## src/hw/rtl/dqp_pkg.sv

```systemverilog
// Shared types and constants for the DNS query parser.
// No dependencies.
`default_nettype none

package dqp_pkg;

    typedef enum logic [1:0] {
        KIND_HEADER,
        KIND_CHAR,
        KIND_QEND,
        KIND_ERROR
    } kind_t;

    typedef enum logic [1:0] {
        ERR_SHORT,
        ERR_ANSWERS,
        ERR_NAME_LONG,
        ERR_TRUNC
    } err_t;

    localparam int QDEPTH = 4;

    typedef struct packed {
        logic [7:0] in_byte;
        logic       end_of_packet;
    } item_t;

    typedef struct packed {
        kind_t       kind;
        logic [7:0]  name_char;
        logic [15:0] msg_id;
        logic        qr_bit;
        logic [3:0]  op_code;
        logic [3:0]  flag_bits;
        logic [3:0]  resp_code;
        logic [15:0] question_count;
        logic [15:0] query_type;
        logic [15:0] query_class;
        err_t        error_code;
        logic        last;
    } result_t;

    typedef struct packed {
        result_t res;
        logic    tail_trunc;
    } entry_t;

    typedef struct packed {
        logic   empty;
        entry_t head;
    } q_rd_t;

endpackage

`default_nettype wire

```

## src/hw/rtl/dqp_front.sv

```systemverilog
// Front part: takes packet bytes, tracks header and question phases,
// classifies bytes into queue entries. Depends on dqp_pkg.
`default_nettype none

module dqp_front #(
    parameter int NAME_LIMIT = 256
) (
    input  wire            clk,
    input  wire            rst_n,
    input  wire            take,
    input  dqp_pkg::item_t item,
    output logic           wr_en,
    output dqp_pkg::entry_t wr_entry
);
    import dqp_pkg::*;

    localparam int NLW = $clog2(NAME_LIMIT - 1);
    localparam logic [3:0] POS_ID_END  = 4'd6;
    localparam logic [3:0] POS_CNT_END = 4'd10;
    localparam logic [3:0] POS_HDR_END = 4'd11;
    localparam logic [3:0] POS_TC_END  = 4'd3;
    localparam logic [7:0] CH_DOT      = 8'h2E;

    typedef enum logic [1:0] {
        PH_HEADER,
        PH_LENGTH,
        PH_NAME,
        PH_TYPECLASS
    } phase_t;

    phase_t           phase_reg, phase_next;
    logic [3:0]       pos_reg, pos_next;
    logic [47:0]      hs_reg, hs_next;
    logic             ans_reg, ans_next;
    logic [15:0]      ql_reg, ql_next;
    logic [NLW-1:0]   nl_reg, nl_next;
    logic [23:0]      tc_reg, tc_next;
    logic             disc_reg, disc_next;
    logic             produce;
    logic             tail;
    result_t          res;
    logic [7:0]       b;
    logic [15:0]      fl;

    assign b  = item.in_byte;
    assign fl = hs_reg[31:16];

    always_comb
    begin
        phase_next = phase_reg;
        pos_next   = pos_reg;
        hs_next    = hs_reg;
        ans_next   = ans_reg;
        ql_next    = ql_reg;
        nl_next    = nl_reg;
        tc_next    = tc_reg;
        disc_next  = disc_reg;
        produce    = 1'b0;
        tail       = 1'b0;
        res        = '0;
        if (take)
        begin
            if (disc_reg)
            begin
                if (item.end_of_packet)
                begin
                    phase_next = PH_HEADER;
                    pos_next   = '0;
                    ans_next   = 1'b0;
                    disc_next  = 1'b0;
                end
            end
            else
            begin
                case (phase_reg)
                    PH_HEADER:
                    begin
                        if (pos_reg < POS_ID_END)
                            hs_next = {hs_reg[39:0], b};
                        else if (pos_reg < POS_CNT_END && b != 8'd0)
                            ans_next = 1'b1;
                        if (pos_reg == POS_HDR_END)
                        begin
                            pos_next = '0;
                            produce  = 1'b1;
                            if (ans_reg)
                            begin
                                res.kind       = KIND_ERROR;
                                res.error_code = ERR_ANSWERS;
                                res.last       = 1'b1;
                                disc_next      = 1'b1;
                            end
                            else
                            begin
                                res.kind           = KIND_HEADER;
                                res.msg_id         = hs_reg[47:32];
                                res.qr_bit         = fl[15];
                                res.op_code        = fl[14:11];
                                res.flag_bits      = fl[10:7];
                                res.resp_code      = fl[3:0];
                                res.question_count = hs_reg[15:0];
                                ql_next            = hs_reg[15:0];
                                if (hs_reg[15:0] == 16'd0)
                                begin
                                    res.last  = 1'b1;
                                    disc_next = 1'b1;
                                end
                                else
                                    phase_next = PH_LENGTH;
                            end
                        end
                        else
                            pos_next = pos_reg + 4'd1;
                    end
                    PH_LENGTH:
                    begin
                        phase_next = PH_NAME;
                        nl_next    = '0;
                    end
                    PH_NAME:
                    begin
                        if (b == 8'd0)
                        begin
                            phase_next = PH_TYPECLASS;
                            pos_next   = '0;
                        end
                        else if (nl_reg >= NLW'(NAME_LIMIT - 2))
                        begin
                            produce        = 1'b1;
                            res.kind       = KIND_ERROR;
                            res.error_code = ERR_NAME_LONG;
                            res.last       = 1'b1;
                            disc_next      = 1'b1;
                        end
                        else
                        begin
                            produce  = 1'b1;
                            res.kind = KIND_CHAR;
                            if (b inside {[8'h61:8'h7A], [8'h30:8'h39], 8'h2D})
                                res.name_char = b;
                            else
                                res.name_char = CH_DOT;
                            nl_next = nl_reg + NLW'(1);
                        end
                    end
                    PH_TYPECLASS:
                    begin
                        if (pos_reg == POS_TC_END)
                        begin
                            pos_next        = '0;
                            produce         = 1'b1;
                            res.kind        = KIND_QEND;
                            res.query_type  = tc_reg[23:8];
                            res.query_class = {tc_reg[7:0], b};
                            ql_next         = ql_reg - 16'd1;
                            if (ql_reg == 16'd1)
                            begin
                                res.last  = 1'b1;
                                disc_next = 1'b1;
                            end
                            else
                                phase_next = PH_LENGTH;
                        end
                        else
                        begin
                            tc_next  = {tc_reg[15:0], b};
                            pos_next = pos_reg + 4'd1;
                        end
                    end
                    default:
                        phase_next = PH_HEADER;
                endcase
                if (item.end_of_packet)
                begin
                    if (!disc_next)
                    begin
                        if (produce)
                            tail = 1'b1;
                        else
                        begin
                            produce        = 1'b1;
                            res            = '0;
                            res.kind       = KIND_ERROR;
                            res.error_code = (phase_next == PH_HEADER) ? ERR_SHORT : ERR_TRUNC;
                            res.last       = 1'b1;
                        end
                    end
                    phase_next = PH_HEADER;
                    pos_next   = '0;
                    ans_next   = 1'b0;
                    disc_next  = 1'b0;
                end
            end
        end
    end

    assign wr_en    = produce;
    assign wr_entry = '{res: res, tail_trunc: tail};

    always_ff @(posedge clk or negedge rst_n)
    begin
        if (!rst_n)
        begin
            phase_reg <= PH_HEADER;
            pos_reg   <= '0;
            ans_reg   <= 1'b0;
            disc_reg  <= 1'b0;
            hs_reg    <= '0;
            ql_reg    <= '0;
            nl_reg    <= '0;
            tc_reg    <= '0;
        end
        else
        begin
            phase_reg <= phase_next;
            pos_reg   <= pos_next;
            ans_reg   <= ans_next;
            disc_reg  <= disc_next;
            hs_reg    <= hs_next;
            ql_reg    <= ql_next;
            nl_reg    <= nl_next;
            tc_reg    <= tc_next;
        end
    end

endmodule

`default_nettype wire

```

## src/hw/rtl/dqp_queue.sv

```systemverilog
// Short queue of classified entries between front and back parts.
// Depends on dqp_pkg.
`default_nettype none

module dqp_queue (
    input  wire             clk,
    input  wire             rst_n,
    input  wire             wr_en,
    input  dqp_pkg::entry_t wr_entry,
    input  wire             rd_en,
    output dqp_pkg::q_rd_t  rd,
    output logic            q_full
);
    import dqp_pkg::*;

    localparam int PW = $clog2(QDEPTH);

    entry_t         mem_reg [QDEPTH];
    logic [PW-1:0]  wp_reg, rp_reg;
    logic [PW:0]    cnt_reg;
    logic           do_wr, do_rd;

    assign do_wr    = wr_en && (cnt_reg != (PW+1)'(QDEPTH));
    assign do_rd    = rd_en && (cnt_reg != '0);
    assign q_full   = (cnt_reg == (PW+1)'(QDEPTH));
    assign rd.empty = (cnt_reg == '0);
    assign rd.head  = mem_reg[rp_reg];

    always_ff @(posedge clk)
    begin
        if (do_wr)
            mem_reg[wp_reg] <= wr_entry;
    end

    always_ff @(posedge clk or negedge rst_n)
    begin
        if (!rst_n)
        begin
            wp_reg  <= '0;
            rp_reg  <= '0;
            cnt_reg <= '0;
        end
        else
        begin
            if (do_wr)
                wp_reg <= wp_reg + PW'(1);
            if (do_rd)
                rp_reg <= rp_reg + PW'(1);
            if (do_wr && !do_rd)
                cnt_reg <= cnt_reg + (PW+1)'(1);
            else if (do_rd && !do_wr)
                cnt_reg <= cnt_reg - (PW+1)'(1);
        end
    end

endmodule

`default_nettype wire

```

## src/hw/rtl/dqp_back.sv

```systemverilog
// Back part: expands queue entries into result beats and holds the
// oldest beat in an output register. Depends on dqp_pkg.
`default_nettype none

module dqp_back (
    input  wire              clk,
    input  wire              rst_n,
    input  dqp_pkg::q_rd_t   rd,
    output logic             rd_en,
    input  wire              pop,
    output logic             empty,
    output dqp_pkg::result_t result
);
    import dqp_pkg::*;

    result_t out_reg, out_next;
    logic    vld_reg, vld_next;
    logic    half_reg, half_next;
    result_t trunc_res;
    logic    load;

    always_comb
    begin
        trunc_res            = '0;
        trunc_res.kind       = KIND_ERROR;
        trunc_res.error_code = ERR_TRUNC;
        trunc_res.last       = 1'b1;
    end

    assign load = !vld_reg || pop;

    always_comb
    begin
        out_next  = out_reg;
        vld_next  = vld_reg && !pop;
        half_next = half_reg;
        rd_en     = 1'b0;
        if (load && !rd.empty)
        begin
            vld_next = 1'b1;
            if (half_reg)
            begin
                out_next  = trunc_res;
                half_next = 1'b0;
                rd_en     = 1'b1;
            end
            else
            begin
                out_next = rd.head.res;
                if (rd.head.tail_trunc)
                    half_next = 1'b1;
                else
                    rd_en = 1'b1;
            end
        end
    end

    always_ff @(posedge clk or negedge rst_n)
    begin
        if (!rst_n)
        begin
            vld_reg  <= 1'b0;
            half_reg <= 1'b0;
        end
        else
        begin
            vld_reg  <= vld_next;
            half_reg <= half_next;
        end
    end

    always_ff @(posedge clk)
    begin
        out_reg <= out_next;
    end

    assign empty  = !vld_reg;
    assign result = out_reg;

endmodule

`default_nettype wire

```

## src/hw/rtl/dns_query_parser_top.sv

```systemverilog
// DNS query parser top level: front classifier, entry queue, back expander.
// Depends on dqp_pkg, dqp_front, dqp_queue, dqp_back.
//
// One packet byte is accepted per cycle, every cycle, as long as full is low;
// end_of_packet on a byte closes the packet and the next byte starts a new
// header. Results come out one per cycle while pop is high, each passing
// through the entry queue and the output register. A byte that gives a result
// and is also the last of a truncated packet gives two results, sent in turn
// from one queue entry. full rises only when the four-entry queue between the
// front and back parts is full, which happens when pop is held low or results
// queue behind such a double result. Names longer than NAME_LIMIT-2 characters
// are reported as an error and the rest of the packet is dropped.
`default_nettype none

module dns_query_parser_top #(
    parameter int NAME_LIMIT = 256
) (
    input  wire              clk,
    input  wire              rst_n,
    input  wire              push,
    output logic             full,
    input  dqp_pkg::item_t   item,
    output logic             empty,
    input  wire              pop,
    output dqp_pkg::result_t result
);
    import dqp_pkg::*;

    logic   take;
    logic   wr_en;
    entry_t wr_entry;
    logic   rd_en;
    q_rd_t  rd;
    logic   q_full;

    assign full = q_full;
    assign take = push && !q_full;

    dqp_front #(
        .NAME_LIMIT(NAME_LIMIT)
    ) u_front (
        .clk      (clk),
        .rst_n    (rst_n),
        .take     (take),
        .item     (item),
        .wr_en    (wr_en),
        .wr_entry (wr_entry)
    );

    dqp_queue u_queue (
        .clk      (clk),
        .rst_n    (rst_n),
        .wr_en    (wr_en),
        .wr_entry (wr_entry),
        .rd_en    (rd_en),
        .rd       (rd),
        .q_full   (q_full)
    );

    dqp_back u_back (
        .clk    (clk),
        .rst_n  (rst_n),
        .rd     (rd),
        .rd_en  (rd_en),
        .pop    (pop),
        .empty  (empty),
        .result (result)
    );

endmodule

`default_nettype wire

```

## config.mk

```make
export PLATFORM = sky130hd
export DESIGN_NAME = dns_query_parser_top
export DESIGN_NICKNAME = d
export VERILOG_FILES = /design/src/hw/rtl/dqp_pkg.sv /design/src/hw/rtl/dqp_front.sv /design/src/hw/rtl/dqp_queue.sv /design/src/hw/rtl/dqp_back.sv /design/src/hw/rtl/dns_query_parser_top.sv
export SDC_FILE = /design/constraint.sdc
export NUM_CORES = 1
export LEC_CHECK = 0
export ABC_AREA = 1
export ABC_CLOCK_PERIOD_IN_PS = 16400
export BUFFER_PORTS_ARGS = -buffer_cell sky130_fd_sc_hd__buf_4
export CAP_MARGIN = 5
export CELL_PAD_IN_SITES_DETAIL_PLACEMENT = 1
export CELL_PAD_IN_SITES_GLOBAL_PLACEMENT = 1
export CORE_MARGIN = 5
export CORE_UTILIZATION = 41
export DETAILED_ROUTE_END_ITERATION = 8
export PLACE_DENSITY = 0.73
export SYNTH_ARGS = -nofsm -noshare
export SYNTH_HDL_FRONTEND = slang
export SYNTH_SLANG_ARGS = --single-unit
```

## constraint.sdc

```tcl
create_clock -name clk -period 16.4 [get_ports clk]
set_input_delay 1.64 -clock clk [delete_from_list [all_inputs] [get_ports clk]]
set_output_delay 1.64 -clock clk [all_outputs]
set_load 0.02 [all_outputs]
```

# == Word level (Yosys, flattened, before mapping) ==
# Memories as Yosys holds them, arrays and structs flattened.
# Cells that the tools add are included.
# totals
reg_bits,203
ramBits,364
output_inout_bits,92
memories,1
# memory_table
memory,depth,word_bits,read_ports,rd_clocked_by_memory_dff,write_ports,line_no,rtl
u_queue.mem_reg,4,91,1,0,1,dqp_queue.sv:18,entry_t mem_reg [QDEPTH];
# classes
add_sub_neg,7
order_cmp,7
eq_ne,17
n_mux,96
bitwise_logic,2
n_reduce_logical,38
# ops
operator,n
$mux W90,5
$mux W45,3
$mux W32,2
$mux W16,3
$mux W1,41
$mux W8,5
$mux W2,16
$pmux W16 S2,1
$mux W4,6
$eq A16 B1 Y1 const B,1
$logic_not A16 Y1,1
$pmux W8 S2,1
$sub A16 B1 Y16 const B,1
$mux W3,5
$pmux W4 S3,1
$reduce_and A4 Y1,3
$logic_and A1 B1 Y1,10
$mux W10,1
$ne A2 B2 Y1 const B,5
$reduce_and A5 Y1,2
$reduce_bool A2 Y1,5
$pmux W1 S3,3
$add A8 B1 Y8 const B,1
$eq A8 B6 Y1 const B,1
other kinds (33),44

# == Longest topological paths before layout ==
# Gate-level depths: netlist of run 1.
# logic_depth
ltp_word,16
mapped_depth,14
mapped_depth_nobuf,14

# == By module ==
# A second synthesis of run 1 with hierarchy kept.
# unflattened
cells_unflattened,2202
hier_area_um2,24419.7
# by_module_without_submodules
mod,n_inst,cells_per_inst,area_each_um2,seq_area_each_um2
dqp_queue,1,1123,14968.1,11105.7
dqp_front,1,787,5860.6,2602.5
dqp_back,1,290,3580.9,2752.6
dns_query_parser_top,1,2,10.0,0.0

# == Worst setup path before layout of run 1 ==
# Ideal clock, no wire load.
# synth_path
path_kind,input -> register
start,in pop
end,reg u_queue.cnt_reg[1]
t_arrival_ns,7.003
setup_slack_ns,9.273
path_stages,8
path_cell_list,nor2_1 nor2_1 nand2_1 ha_1 inv_1 fa_1 nor2_1 a21oi_1
# synth_between
elab_chain_len,7
word_cells_on_any_way,9
cone_classes,mux: 2; reduce/logical: 7
# synth_lines
element,line_no,rtl
from (decl),dns_query_parser_top.sv:24,"input wire pop,"
$logic_or A1 B1 Y1 *,dqp_back.sv:30,assign load = !vld_reg || pop;
$logic_and A1 B1 Y1 *,dqp_back.sv:38,if (load && !rd.empty)
$mux W1 *,dqp_back.sv:38,
$logic_and A1 B1 Y1 *,dqp_queue.sv:24,assign do_rd = rd_en && (cnt_reg != '0);
$logic_not A1 Y1,dqp_queue.sv:49,if (do_wr && !do_rd)
$logic_and A1 B1 Y1,dqp_queue.sv:49,
$mux W3 / $reduce_bool A2 Y1 (equally long branches),--,
to (signal assigned),dqp_queue.sv:50,cnt_reg <= cnt_reg + (PW+1)'(1);
to (signal assigned),dqp_queue.sv:52,cnt_reg <= cnt_reg - (PW+1)'(1);
to (decl),dqp_queue.sv:20,logic [PW:0] cnt_reg;
# Mark *: on every way between the ends. The rest lies on a longest branch, timed or not.
# A chain may end at the register's enable or synchronous reset.

# == Worst setup path in the final report of run 1 ==
# layout_path
start,reg u_front.phase_reg[1]
end,mem u_queue.mem_reg[2][27] in the netlist's numbering (enable)
# layout_between
elab_chain_len,11
word_cells_on_any_way,16
cone_classes,eq/ne: 2; mux: 12; reduce/logical: 2
# layout_lines
element,line_no,rtl
from (decl),dqp_front.sv:31,"phase_t phase_reg, phase_next;"
from (signal assigned),dqp_front.sv:215,phase_reg <= phase_next;
$eq A2 B2 Y1 / $logic_not A2 Y1 (equally long branches),dqp_front.sv:75,case (phase_reg)
$pmux W1 S3,dqp_front.sv:75,
$mux W1,dqp_front.sv:63,if (disc_reg)
$mux W1,dqp_front.sv:61,if (take)
$mux W1,dqp_front.sv:175,if (!disc_next)
$mux W1 *,dqp_front.sv:173,if (item.end_of_packet)
$mux W1 *,dqp_front.sv:63,
$mux W1 *,dqp_front.sv:61,
$logic_and A1 B1 Y1 *,dqp_queue.sv:23,assign do_wr = wr_en && (cnt_reg != (PW+1)'(QDEPTH));
net u_queue.do_wr,dqp_queue.sv:21,"logic do_wr, do_rd;"
$mux W1 *,dqp_queue.sv:31,if (do_wr)
$mux W1 (not written as such) *,dqp_queue.sv:32,mem_reg[wp_reg] <= wr_entry;
to (decl),dqp_queue.sv:18,
# Mark *: on every way through the listed nets, which the timed path passes. The rest lies on a longest branch. The select of a mux whose other input is x is not followed.

==> results of run 1 <==
[path summary, 6_finish.rpt]
path | start | endpoint | slack (ns) | cells after the start
worst min-delay path | u_front.hs_reg[37]$_DFFE_PN0P_ | u_front.hs_reg[45]$_DFFE_PN0P_ | 0.49 | 2
min in group asynchronous | rst_n | u_front.nl_reg[3]$_DFFE_PN0P_ | 1.09 | 1
max in group asynchronous | rst_n | u_front.hs_reg[44]$_DFFE_PN0P_ | 13.90 | 2
worst max-delay path | u_front.phase_reg[1]$_DFFE_PN0P_ | u_queue.mem_reg[2][27]$_DFFE_PP_ | 11.91 | 10
worst max register to register | u_front.phase_reg[1]$_DFFE_PN0P_ | u_queue.mem_reg[2][27]$_DFFE_PP_ | 11.91 | 10
worst min register to register | u_front.hs_reg[37]$_DFFE_PN0P_ | u_front.hs_reg[45]$_DFFE_PN0P_ | 0.49 | 2
[logic make-up (layout without fill, tap and decap cells)]
logic type	after synthesis	count (layout)	synth area share, %
other	1	4	0.01631
adder cells (fa/ha/maj)	16	16	0.9033
flip-flops	567	567	71.59
AND/OR/NAND/NOR	720	720	12.99
XOR/XNOR	16	16	0.6095
buffers and inverters	244	368	4.315
AO/OA/AOI/OAI	426	426	9.577
[final cells by class]
type / count / area (µm²)
multi-input combinational: 1182 / 5598
fill: 5868 / 28990
clock buffer: 80 / 1614
timing repair buffer: 125 / 938.4
inverter: 137 / 519.2
clock inverter: 26 / 244.0
tap: 748 / 935.9
sequential: 567 / 16470
[Yosys cell counts (2+ instances only)]
cell	n	area share, %
o22ai_1	3	0.082
o21ai_0	278	6.1
buf_1	8	0.13
nand3_1	32	0.70
o211ai_1	12	0.39
nor2_2	2	0.054
buf_2	20	0.44
nand4_1	9	0.24
nand2_1	151	2.5
o21ai_1	11	0.24
inv_1	128	2.1
a31oi_1	2	0.054
nor2_4	2	0.098
clkbuf_1	66	1.1
edfxtp_1	454	59
buf_4	13	0.42
nor4_1	2	0.054
o21a_1	2	0.065
or2_2	5	0.14
nand3b_1	8	0.26
inv_2	6	0.098
nor3_2	2	0.087
ha_1	15	0.82
nor3_1	87	1.9
nor2_1	413	6.7
a21oi_1	113	2.5
xor2_1	13	0.50
clkinv_1	2	0.033
dfrtp_1	113	12
nand2_2	4	0.11
xnor2_1	3	0.11
[layer usage]
layer / track usage, % / wire length (µm) / vias to the layer above
li1: - / - / 7031
met1: 26.54 / 26430 / 7752
met2: 32.43 / 29160 / 309
met3: 2.843 / 2656 / 79
met4: 4.972 / 1249 / 4
met5: 0 / 27 / -
[power groups by stage]
stage	registers, mW	clock network, mW	logic, mW
after floorplan	2.22	0	0.794
after global placement	2.14	0	1.39
after detailed placement	2.16	0	1.44
after CTS	2.14	1.31	1.46
after global routing	2.17	1.38	1.57
final	2.14	1.28	1.43
[worst register-to-register path, delay by kind of cell, from the launching register on]
kind,cells,cell delay (ns)
fa+ha+maj,1,0.74
flops,1,0.42
buf+inv,3,1.21
simple gates,5,1.40
compound gates,1,0.25
==> results summary, run 1 <==
The number of synthesized register bits is 567. The detailed router placed 15175 vias in this run. The sum of buffers and inverters on the critical path is 3.

The relative slew slack is 29.37%. The overall die area came out at 0.06092 mm². The finished cells cover 0.02632 mm². The part of the total power dissipated in combinational logic is 29.5%. The HPWL reported at the end of detailed placement is 35.64 mm. The total overflow left after global routing is 0. The instance count of the mapped netlist came out at 1990. The detail-routed net length per standard cell came out at 20.77 µm. The flip-flop count of the largest register, all copies and words added is 364. The worst setup path is launched from a flip-flop. The tree built by TritonCTS fans out to 567 sinks.

The async set-reset flop share out of synthesis came out at 19.93%. The number of ports placed on the die boundary came out at 105. Buffers inserted during clock tree synthesis total 57. The core region is 0.05531 mm². The cell family contributing the most delay on the critical path is simple AND/OR/NAND/NOR gates. The per-cell via count in the routed design is 5.297. The final weighted congestion of routability-driven global placement is 0.8077. The post-layout utilization of the core came out at 47.58%. The number of standard cells in the layout, taps in and fillers out came out at 2865.

For this run, the register share of the synthesized area comes to 71.59%. Max-cap violations in this run came to 0. Summing internal, switching and leakage power gives 4.850 mW. The via count of the first global-routing pass came out at 16093. The minimum setup slack after placement came out at 11.26 ns. At the later pin of the worst-skew pair, clock insertion delay measures 0.60 ns. Of the total power, the clock network draws 26.5%. The number of DRC markers in iteration 0 came out at 934. Data arrives at the worst endpoint at 4.70 ns. TritonCTS built the clock tree.

Global routing consumed, over all layers together, 19.28% of the routing resources. The number of gates resized after CTS was 0. The share of cells above drive strength 1 came out at 11.81%. For this run, design rule violations remaining after detail routing come to 0. The tree is rooted in a clkbuf_16. The repair_antennas step left the layout with diodes totalling 0.

The number of hold violations in the final report is 0. The worst setup path is captured at a flip-flop. The post-layout minimum cycle time is 4.486 ns. The final count of pins violating max slew came to 0. The critical path goes through ha_1, nand4_1, nand2_1, inv_1, nand2_2, nand2_1, a21oi_2, inv_1, nor2_4, buf_4.

Setup violations remaining at the end of the flow were counted as 0. The final hold slack is 0.4930 ns. The largest net degree at the start of global routing came out at 97. The worst setup path is of the reg -> reg kind.

After floorplanning, the core was divided into 86 placement rows. In the layout the commonest cells are edfxtp_1, nor2_1, o21ai_0. The initial antenna violation count is 3. The starting utilization of the core area came out at 41.57%. The mapped netlist covers 0.02299 mm².

The most frequently used flop master after synthesis is edfxtp_1. The path type of the worst min-delay path is reg -> reg. The highest net fanout along the worst path is 63. The maximum achievable frequency came out at 222.9 MHz.

The die extent in x came out at 246.8 µm. After the last flow step, the layout net total stands at 2099. The first global-routing pass estimated 92.20 mm of wire. The area growth from synthesis to final layout is 14.45%. The quantity of I/O buffers inserted on ports is 104.

The leading cell type in the layout, fill and taps excluded is edfxtp_1. The count of nets left with antenna violations once routing finished came out at 0. The synthesized area per cell is 11.55 µm². The number of H-tree levels is 2.

The design internal power is 3.110 mW. Summed over all failing endpoints, the final setup total negative slack is 0 ns. Setup slack on the critical path of the routed design comes to 11.91 ns. The number of buffers inserted by post-CTS setup repair came out at 0. The worst endpoint required time is 16.61 ns. The standby leakage power came out at 9.665 nW. In this run the power density over the cells is 184.3 mW/mm². The switching power as a share of total power is 35.88%. From bottom edge to top edge, the die measures 246.8 µm.

The flow ran to the end, and the final reports show no timing, DRC or antenna violations. The instance area at placement came out at 0.02446 mm². The register share of total power is 44.0%. The reported net switching power is 1.740 mW. Across the VDD grid, the largest voltage drop is 0.08610 mV. The maximum count of clock buffers along a single path came out at 3. The critical-path cell with the highest stage delay is buf_4.

The transition time at the pin with the least slew margin is 1.060 ns. The count of unique library cells instantiated by Yosys came out at 42. The number of enable-type register cells in the synthesized netlist is 454. The first TritonRoute pass finished after 5 iterations.

The maximum clock skew at final layout is 0.01683 ns. The Yosys step of the flow raised 0 warnings. In this design, the stage delay of the slowest critical-path cell is 0.92 ns. The total length of routed wires is 59.52 mm. The post-route fraction of the period consumed by the critical path came out at 27.35%.

Setup repair after global routing left no endpoint under its margin. In this run, placement finished with an instance count of 2759. For this design, the CTS-stage hold fixing added 0 buffers.

The post-CTS clock slew at the launch and capture registers of the worst setup and hold paths came out at 0.06 ns.
No activity file was read; power rests on OpenSTA's default activity.
==> run 2, diff against run 1 <==
--- a/config.mk
+++ b/config.mk
@@ -6,7 +6,7 @@
 export NUM_CORES = 1
 export LEC_CHECK = 0
 export ABC_AREA = 1
-export ABC_CLOCK_PERIOD_IN_PS = 16400
+export ABC_CLOCK_PERIOD_IN_PS = 4600
 export BUFFER_PORTS_ARGS = -buffer_cell sky130_fd_sc_hd__buf_4
 export CAP_MARGIN = 5
 export CELL_PAD_IN_SITES_DETAIL_PLACEMENT = 1
==> constraint.sdc (replaced) <==
create_clock -name clk -period 4.6 [get_ports clk]
set_input_delay 0.46 -clock clk [delete_from_list [all_inputs] [get_ports clk]]
set_output_delay 0.46 -clock clk [all_outputs]
set_load 0.02 [all_outputs]
==> run 2 against run 1 <==
Against the previous run: maximum frequency rose by 18%; die area unchanged; global-route usage up 0.21 points; clock skew is 0.0019 ns higher; cell area up 0.45%; highest routed layer unchanged; largest power group unchanged; setup slack worse by 11 ns; largest cell class unchanged; sequential cell count unchanged; clock power increased to 3.6 times the previous value.
==> results summary, run 2 (synthesis results as in run 1) <==
The overall die area came out at 0.06092 mm² (unchanged). The leading cell type in the layout, fill and taps excluded is edfxtp_1 (unchanged). The number of buffers inserted by post-CTS setup repair came out at 0 (unchanged).

The initial antenna violation count came out at 2 (was 3). The die height came to 246.8 µm (unchanged). The register share of total power came out at 43.7% (was 44.0%). The global-route congestion overflow total is 0 (unchanged). Unrepaired setup endpoints after global routing: false (unchanged). The total length of routed wires is 59.84 mm (was 59.52 mm).

The power density relative to cell area was 653.3 mW/mm² (was 184.3 mW/mm²). The longest individual stage delay on the worst path was 0.79 ns (was 0.92 ns). The peak ir drop on the vdd network was 0.3440 mV (was 0.08610 mV). The standby leakage power was 9.707 nW (was 9.665 nW). The post-layout utilization of the core came out at 47.80% (was 47.58%). The number of DRC markers in iteration 0 is 1119 (was 934). The starting utilization of the core area is 41.57% (unchanged). The post-route fraction of the period consumed by the critical path was 82.31% (was 27.35%). The number of standard cells in the layout, taps in and fillers out is 2873 (was 2865). The detail-routed net length per standard cell is 20.83 µm (was 20.77 µm). The maximum achievable frequency was 264.1 MHz (was 222.9 MHz).

The cell count after placement came to 2764 (was 2759). The final count of pins violating max slew came out at 0 (unchanged). The worst endpoint required time was 4.88 ns (was 16.61 ns). The number of failing setup endpoints in the final timing report is 0 (unchanged).

The number of nets with antenna violations after routing is 0 (unchanged). The highest net fanout along the worst path came to 36 (was 63). The area growth from synthesis to final layout is 14.97% (was 14.45%). The total of cells resized after clock tree synthesis came out at 0 (unchanged). The die extent in x came out at 246.8 µm (unchanged). The number of diodes added for antenna fixing was 0 (unchanged).

The post-layout minimum cycle time came out at 3.786 ns (was 4.486 ns). The number of ports placed on the die boundary was 105 (unchanged). The path type of the worst min-delay path was in -> reg (was reg -> reg). The number of hold violations in the final report is 0 (unchanged). The remaining design rule violation count came out at 0 (unchanged). The count of clock tree sinks came to 567 (unchanged). The first-pass GRT wire length came out at 93.05 mm (was 92.20 mm). The sum of buffers and inverters on the critical path is 3 (unchanged). The share of cells above drive strength 1 is 11.81% (about the same).

The share of power burned in the clock network was 26.4% (was 26.5%). The HPWL reported at the end of detailed placement is 36.01 mm (was 35.64 mm). The arrival time reported for the critical path endpoint is 4.07 ns (was 4.70 ns). The maximum clock skew at final layout came out at 0.01878 ns (was 0.01683 ns). The number of H-tree levels came to 2 (unchanged). The reported net switching power was 6.174 mW (was 1.740 mW). The via count of the first global-routing pass is 16338 (was 16093). The design internal power is 11.10 mW (was 3.110 mW).

The number of clock buffers inserted by TritonCTS came to 57 (unchanged). Status: complete, no violations (unchanged). The transition time at the pin with the least slew margin came out at 0.9405 ns (was 1.060 ns). The relative slew slack came out at 37.30% (was 29.37%).

The critical path class is reg -> reg (unchanged). The final weighted congestion of routability-driven global placement came out at 0.8188 (was 0.8077). The per-cell via count in the routed design came to 5.300 (was 5.297).

The number of nets at the end of the flow came out at 2106 (was 2099). The largest net degree at the start of global routing came out at 97 (unchanged). The core region area came out at 0.05531 mm² (unchanged). The part of the total power dissipated in combinational logic came out at 29.8% (was 29.5%). The category of the worst setup path capture point is a flip-flop (unchanged). The detailed-router iteration count before antenna repair was 5 (unchanged). The cell type group with the largest total delay on the critical path was simple AND/OR/NAND/NOR gates (unchanged). The max-capacitance violation count is 0 (unchanged). The critical-path cell with the highest stage delay is ha_1 (was buf_4).

The critical path startpoint category is a flip-flop (unchanged). The detailed-route via count is 15227 (was 15175). The number of standard-cell rows in the floorplan is 86 (unchanged). Most frequent cells in the layout: edfxtp_1, nor2_1, o21ai_0 (unchanged). The clock insertion delay at the later pin of the skew report came out at 0.61 ns (was 0.60 ns). The post-CTS clock slew at the launch and capture registers of the worst setup and hold paths is 0.06 ns (about the same). The clock tree from TritonCTS was done (unchanged). The quantity of I/O buffers inserted on ports came out at 104 (unchanged). The cell at the root of the clock tree was clkbuf_16 (unchanged). Worst-path cell chain: ha_1, nand4_1, nand2_1, inv_1, nand2_2, nand2_1, a21oi_2, inv_1, nor2_4, buf_12 (was ha_1, nand4_1, nand2_1, inv_1, nand2_2, nand2_1, a21oi_2, inv_1, nor2_4, buf_4).

The maximum count of clock buffers along a single path was 3 (unchanged). The flip-flop count of the largest register, all copies and words added came out at 364 (unchanged). The total routing resource utilization after global routing is 19.49% (was 19.28%).

The switching power as a share of total power came out at 35.75% (was 35.88%).
==> run 2: power by group through the flow <==
| stage | clock network (mW) | logic (mW) | registers (mW) |
|---|---|---|---|
| 4_1_cts | 4.66 | 5.25 | 7.56 |
| 6_report | 4.56 | 5.15 | 7.55 |
| 5_1_grt | 4.91 | 5.70 | 7.67 |
| 2_1_floorplan | 0 | 2.83 | 7.90 |
| 3_3_place_gp | 0 | 4.99 | 7.60 |
| 3_5_place_dp | 0 | 5.19 | 7.66 |
==> run 2: through the flow <==
step                cell area, µm²  hold WS [ns]  setup slack, ns  total power, mW  setup TNS (ns)
global route                 26440       0.09888           0.5022            18.28               0
global placement             24580        0.4629           0.9210            12.59               0
floorplan                    23010        0.1644           -1.214            10.74         -441.72
detailed placement           24580        0.4713           0.8523            12.85               0
finish                       26440        0.1074           0.8135            17.27               0
CTS                          26440       0.07861           0.8018            17.47               0
==> run 2: worst paths after layout <==
path / start / to / slack, ns / cells past startpoint
max: u_front.phase_reg[1]$_DFFE_PN0P_ / u_queue.mem_reg[3][80]$_DFFE_PP_ / 0.81 / 10
min: item[7] / u_front.tc_reg[6]$_DFFE_PN0P_ / 0.11 / 3
max reg2reg: u_front.phase_reg[1]$_DFFE_PN0P_ / u_queue.mem_reg[3][80]$_DFFE_PP_ / 0.81 / 10
min reg2reg: u_front.tc_reg[3]$_DFFE_PN0P_ / u_front.tc_reg[11]$_DFFE_PN0P_ / 0.49 / 2
max in group asynchronous: rst_n / u_front.hs_reg[27]$_DFFE_PN0P_ / 3.09 / 3
min in group asynchronous: rst_n / u_front.nl_reg[4]$_DFFE_PN0P_ / 0.48 / 2
==> run 2: routing by layer <==
metal  vias up  global-route usage [%]  wire, µm
li1       7045                       -         -
met1      7749                   25.77     25910
met2       340                   33.56     29790
met3        89                   3.513      2828
met4         4                   4.874      1285
met5         -                       0        28
==> run 2: layout make-up <==
class | instances | area, µm²
clock buffer | 84 | 1608
clock inverter | 23 | 224.0
fill | 5815 | 28870
inverter | 137 | 519.2
multi-input combinational | 1182 | 5598
sequential | 567 | 16470
tap | 748 | 935.9
timing repair buffer | 132 | 1084
==> run 2: worst reg2reg max path, stage by stage (launching register included) <==
cell and delay (ns):
dfrtp_1 0.44, ha_1 0.79, nand4_1 0.28, nand2_1 0.13, inv_1 0.06, nand2_2 0.09, nand2_1 0.09, a21oi_2 0.27
inv_1 0.23, nor2_4 0.73, buf_12 0.34
==> run 2: what timing repair did <==
action | CTS | global route
setup endpoints to repair | 0 | 0
hold buffers | 2 | 0
endpoints found under the hold margin | 47 | 0
==> run 3, diff against run 2 <==
--- a/config.mk
+++ b/config.mk
@@ -6,7 +6,7 @@
 export NUM_CORES = 1
 export LEC_CHECK = 0
 export ABC_AREA = 1
-export ABC_CLOCK_PERIOD_IN_PS = 4600
+export ABC_CLOCK_PERIOD_IN_PS = 3490
 export BUFFER_PORTS_ARGS = -buffer_cell sky130_fd_sc_hd__buf_4
 export CAP_MARGIN = 5
 export CELL_PAD_IN_SITES_DETAIL_PLACEMENT = 1
==> constraint.sdc (replaced) <==
create_clock -name clk -period 3.49 [get_ports clk]
set_input_delay 0.349 -clock clk [delete_from_list [all_inputs] [get_ports clk]]
set_output_delay 0.349 -clock clk [all_outputs]
set_load 0.02 [all_outputs]
==> run 3 against run 2 <==
Against the previous run: via count up 0.98%; register-to-register slack worse by 0.43 ns; non-clock buffer count is 15 higher; clock skew rose by 0.0085 ns; cell area up 1.4%; clock power is 41% higher; sequential share of layout area fell by 0.86 points; first-iteration DRC count shrank 0.80%; worst hold slack worse by 0.071 ns; sequential cell count stayed put; maximum frequency up 22%; highest routed layer unchanged.
==> results summary, run 3 (synthesis results as in run 1) <==
The count of clock tree sinks came to 567 (unchanged). The number of failing setup endpoints in the final timing report is 0 (unchanged). The global-route congestion overflow total is 0 (unchanged). The per-cell via count in the routed design came out at 5.319 (was 5.300). The largest net degree at the start of global routing came to 182 (was 97). The maximum achievable frequency came to 322.1 MHz (was 264.1 MHz). The highest net fanout along the worst path came to 19 (was 36). The number of DRC markers in iteration 0 came out at 1110 (was 1119). The power density relative to cell area came out at 867.2 mW/mm² (was 653.3 mW/mm²). The number of hold violations in the final report is 0 (unchanged). The post-route fraction of the period consumed by the critical path came out at 88.96% (was 82.31%).

The sum of buffers and inverters on the critical path came to 3 (unchanged). The quantity of I/O buffers inserted on ports is 104 (unchanged). The most frequent cell on the critical path is inv_1. The cell at the root of the clock tree was clkbuf_16 (unchanged).

The first-pass GRT wire length is 94.25 mm (was 93.05 mm). The maximum clock skew at final layout came out at 0.02731 ns (was 0.01878 ns). The final count of pins violating max slew came out at 0 (unchanged). The clock tree from TritonCTS is done (unchanged).

The via count of the first global-routing pass came out at 16371 (was 16338). The total routing resource utilization after global routing came to 19.72% (was 19.49%). The longest individual stage delay on the worst path is 0.52 ns (was 0.79 ns). Status: complete, no violations (unchanged). The worst endpoint required time came out at 3.78 ns (was 4.88 ns). The critical-path cell with the highest stage delay is ha_1 (unchanged). The post-CTS clock slew at the launch and capture registers of the worst setup and hold paths is 0.06 ns (about the same). The total length of routed wires came out at 60.26 mm (was 59.84 mm). The starting utilization of the core area was 41.57% (unchanged). The clock insertion delay at the later pin of the skew report is 0.62 ns (was 0.61 ns). The cell type group with the largest total delay on the critical path is simple AND/OR/NAND/NOR gates (unchanged). The core region area is 0.05531 mm² (unchanged). The detailed-route via count is 15376 (was 15227).

The relative slew slack is 24.37% (was 37.30%). Unrepaired setup endpoints after global routing: false (unchanged). The final weighted congestion of routability-driven global placement came out at 0.8352 (was 0.8188).

The post-route total power is 23.25 mW (was 17.27 mW). The remaining design rule violation count is 0 (unchanged). The post-layout utilization of the core came out at 48.47% (was 47.80%). The endpoint of the most critical register-to-register path is u_queue.mem_reg[0][71]$_DFFE_PP_ (was u_queue.mem_reg[3][80]$_DFFE_PP_). The arrival time reported for the critical path endpoint came out at 3.39 ns (was 4.07 ns).

The max-capacitance violation count came out at 0 (unchanged). The start point of the worst min-delay path is item[5] (was item[7]). The number of ports placed on the die boundary came out at 105 (unchanged).

The depth of the worst hold-timing path is 3 (unchanged). The path type of the worst min-delay path is in -> reg (unchanged). The critical path class is reg -> reg (unchanged).

The number of clock buffers inserted by TritonCTS is 58 (was 57). The final hold slack was 0.03684 ns (was 0.1074 ns). The maximum count of clock buffers along a single path is 3 (unchanged). Worst-path cell chain: inv_1, ha_1, o21ai_2, nand2_2, nand2_1, a21oi_2, inv_1, nor2_4, buf_12 (was ha_1, nand4_1, nand2_1, inv_1, nand2_2, nand2_1, a21oi_2, inv_1, nor2_4, buf_12). The die extent in x was 246.8 µm (unchanged). The worst reg2reg path startpoint is u_front.phase_reg[0]$_DFFE_PN0P_ (was u_front.phase_reg[1]$_DFFE_PN0P_). The detailed-router iteration count before antenna repair came to 5 (unchanged).

The die height is 246.8 µm (unchanged). The number of standard-cell rows in the floorplan is 86 (unchanged). The overall die area came out at 0.06092 mm² (unchanged). The number of nets at the end of the flow came out at 2122 (was 2106). The number of H-tree levels is 2 (unchanged). The area growth from synthesis to final layout came out at 16.59% (was 14.97%).

The initial antenna violation count is 2 (unchanged). The standby leakage power is 9.866 nW (was 9.707 nW). The share of cells above drive strength 1 is 12.79% (was 11.81%). The total of cells resized after clock tree synthesis was 0 (unchanged).

The flip-flop count of the largest register, all copies and words added came to 364 (unchanged). The detail-routed net length per standard cell came out at 20.84 µm (was 20.83 µm). The slack of the worst reg-to-reg path is 0.39 ns (was 0.81 ns). The number of nets with antenna violations after routing came to 0 (unchanged). The number of cells on the worst reg-to-reg path is 9 (was 10). Most frequent cells in the layout: edfxtp_1, nor2_1, o21ai_0 (unchanged).

The transition time at the pin with the least slew margin is 1.124 ns (was 0.9405 ns). The end of the worst hold path is u_front.tc_reg[4]$_DFFE_PN0P_ (was u_front.tc_reg[6]$_DFFE_PN0P_). The post-layout minimum cycle time is 3.105 ns (was 3.786 ns). The leading cell type in the layout, fill and taps excluded is edfxtp_1 (unchanged).

The HPWL reported at the end of detailed placement came to 37.66 mm (was 36.01 mm). The peak ir drop on the vdd network is 0.5083 mV (was 0.3440 mV). The category of the worst setup path capture point is a flip-flop (unchanged). The critical path startpoint category is a flip-flop (unchanged).
## run 3: changes by cell type in the layout (fill, tap and decap cells not counted), sizes merged
cell,previous run,this run
buf,130,142
bufinv,4,6
clkbuf,84,81
clkinv,18,15
clkinvlp,1,7
diode,0,1
dlygate4sd3,2,5
## run 3: worst max-delay path by stage
stage	startpoint	to	slack [ns]	cells after the start
3_5_place_dp	u_front.phase_reg[0]$_DFFE_PN0P_	u_queue.mem_reg[2][65]$_DFFE_PP_	0.44	9
3_3_place_gp	u_front.phase_reg[0]$_DFFE_PN0P_	u_queue.mem_reg[2][50]$_DFFE_PP_	0.57	9
6_report	u_front.phase_reg[0]$_DFFE_PN0P_	u_queue.mem_reg[0][71]$_DFFE_PP_	0.39	9
2_1_floorplan	u_front.phase_reg[0]$_DFFE_PN0P_	u_queue.mem_reg[0][0]$_DFFE_PP_	-0.82	10
5_1_grt	u_front.phase_reg[0]$_DFFE_PN0P_	u_queue.mem_reg[2][54]$_DFFE_PP_	0.16	9
4_1_cts	u_front.phase_reg[0]$_DFFE_PN0P_	u_queue.mem_reg[1][70]$_DFFE_PP_	0.41	9
## run 3: layout make-up
type,count,area [µm²]
fillers,5874,28500
flip-flops and latches,567,16470
repair buffers,147,1291
clock buffers,81,1679
well taps,748,935.9
inverters,137,519.2
clock inverters,28,314.1
multi-input cells,1182,5598
diodes,1,2.502
## run 3: power breakdown
| part | switching (mW) | leakage, nW | internal [mW] |
|---|---|---|---|
| clock | 2.62 | 0.962 | 3.80 |
| combinational | 4.79 | 3.29 | 2.16 |
| sequential | 0.813 | 5.61 | 9.07 |
| total | 8.22 | 9.87 | 15.0 |
## run 3: worst min-delay path, delay by kind of cell
family,cells,cell delay (ns)
simple gates,1,0.06
buf+inv,1,0.13
compound gates,1,0.06
## run 3: through the flow
stage / TNS [ns] / setup WS, ns / cells / area (µm²)
final: 0 / 0.3854 / 2891 / 26810
after floorplan: -299.37 / -0.8224 / 1993 / 23020
after detailed placement: 0 / 0.4356 / 2776 / 24760
after global placement: 0 / 0.5693 / 2776 / 24760
after CTS: 0 / 0.4078 / 2890 / 26800
after global routing: 0 / 0.1573 / 2890 / 26800
## run 3: what timing repair did
| action | in CTS | in global routing |
|---|---|---|
| hold buffers | 5 | 0 |
| buffers inserted | 0 | 0 |
| endpoints found under the setup margin | 0 | 0 |
| hold endpoints to repair | 60 | 0 |
## run 3: layer usage
metal / part of all wire (%) / GRT usage (%) / wire, µm
met1: 44 / 26.66 / 26330
met2: 50 / 34.05 / 30020
met3: 4.7 / 2.940 / 2808
met4: 1.8 / 4.299 / 1081
met5: 0.022 / 0 / 13
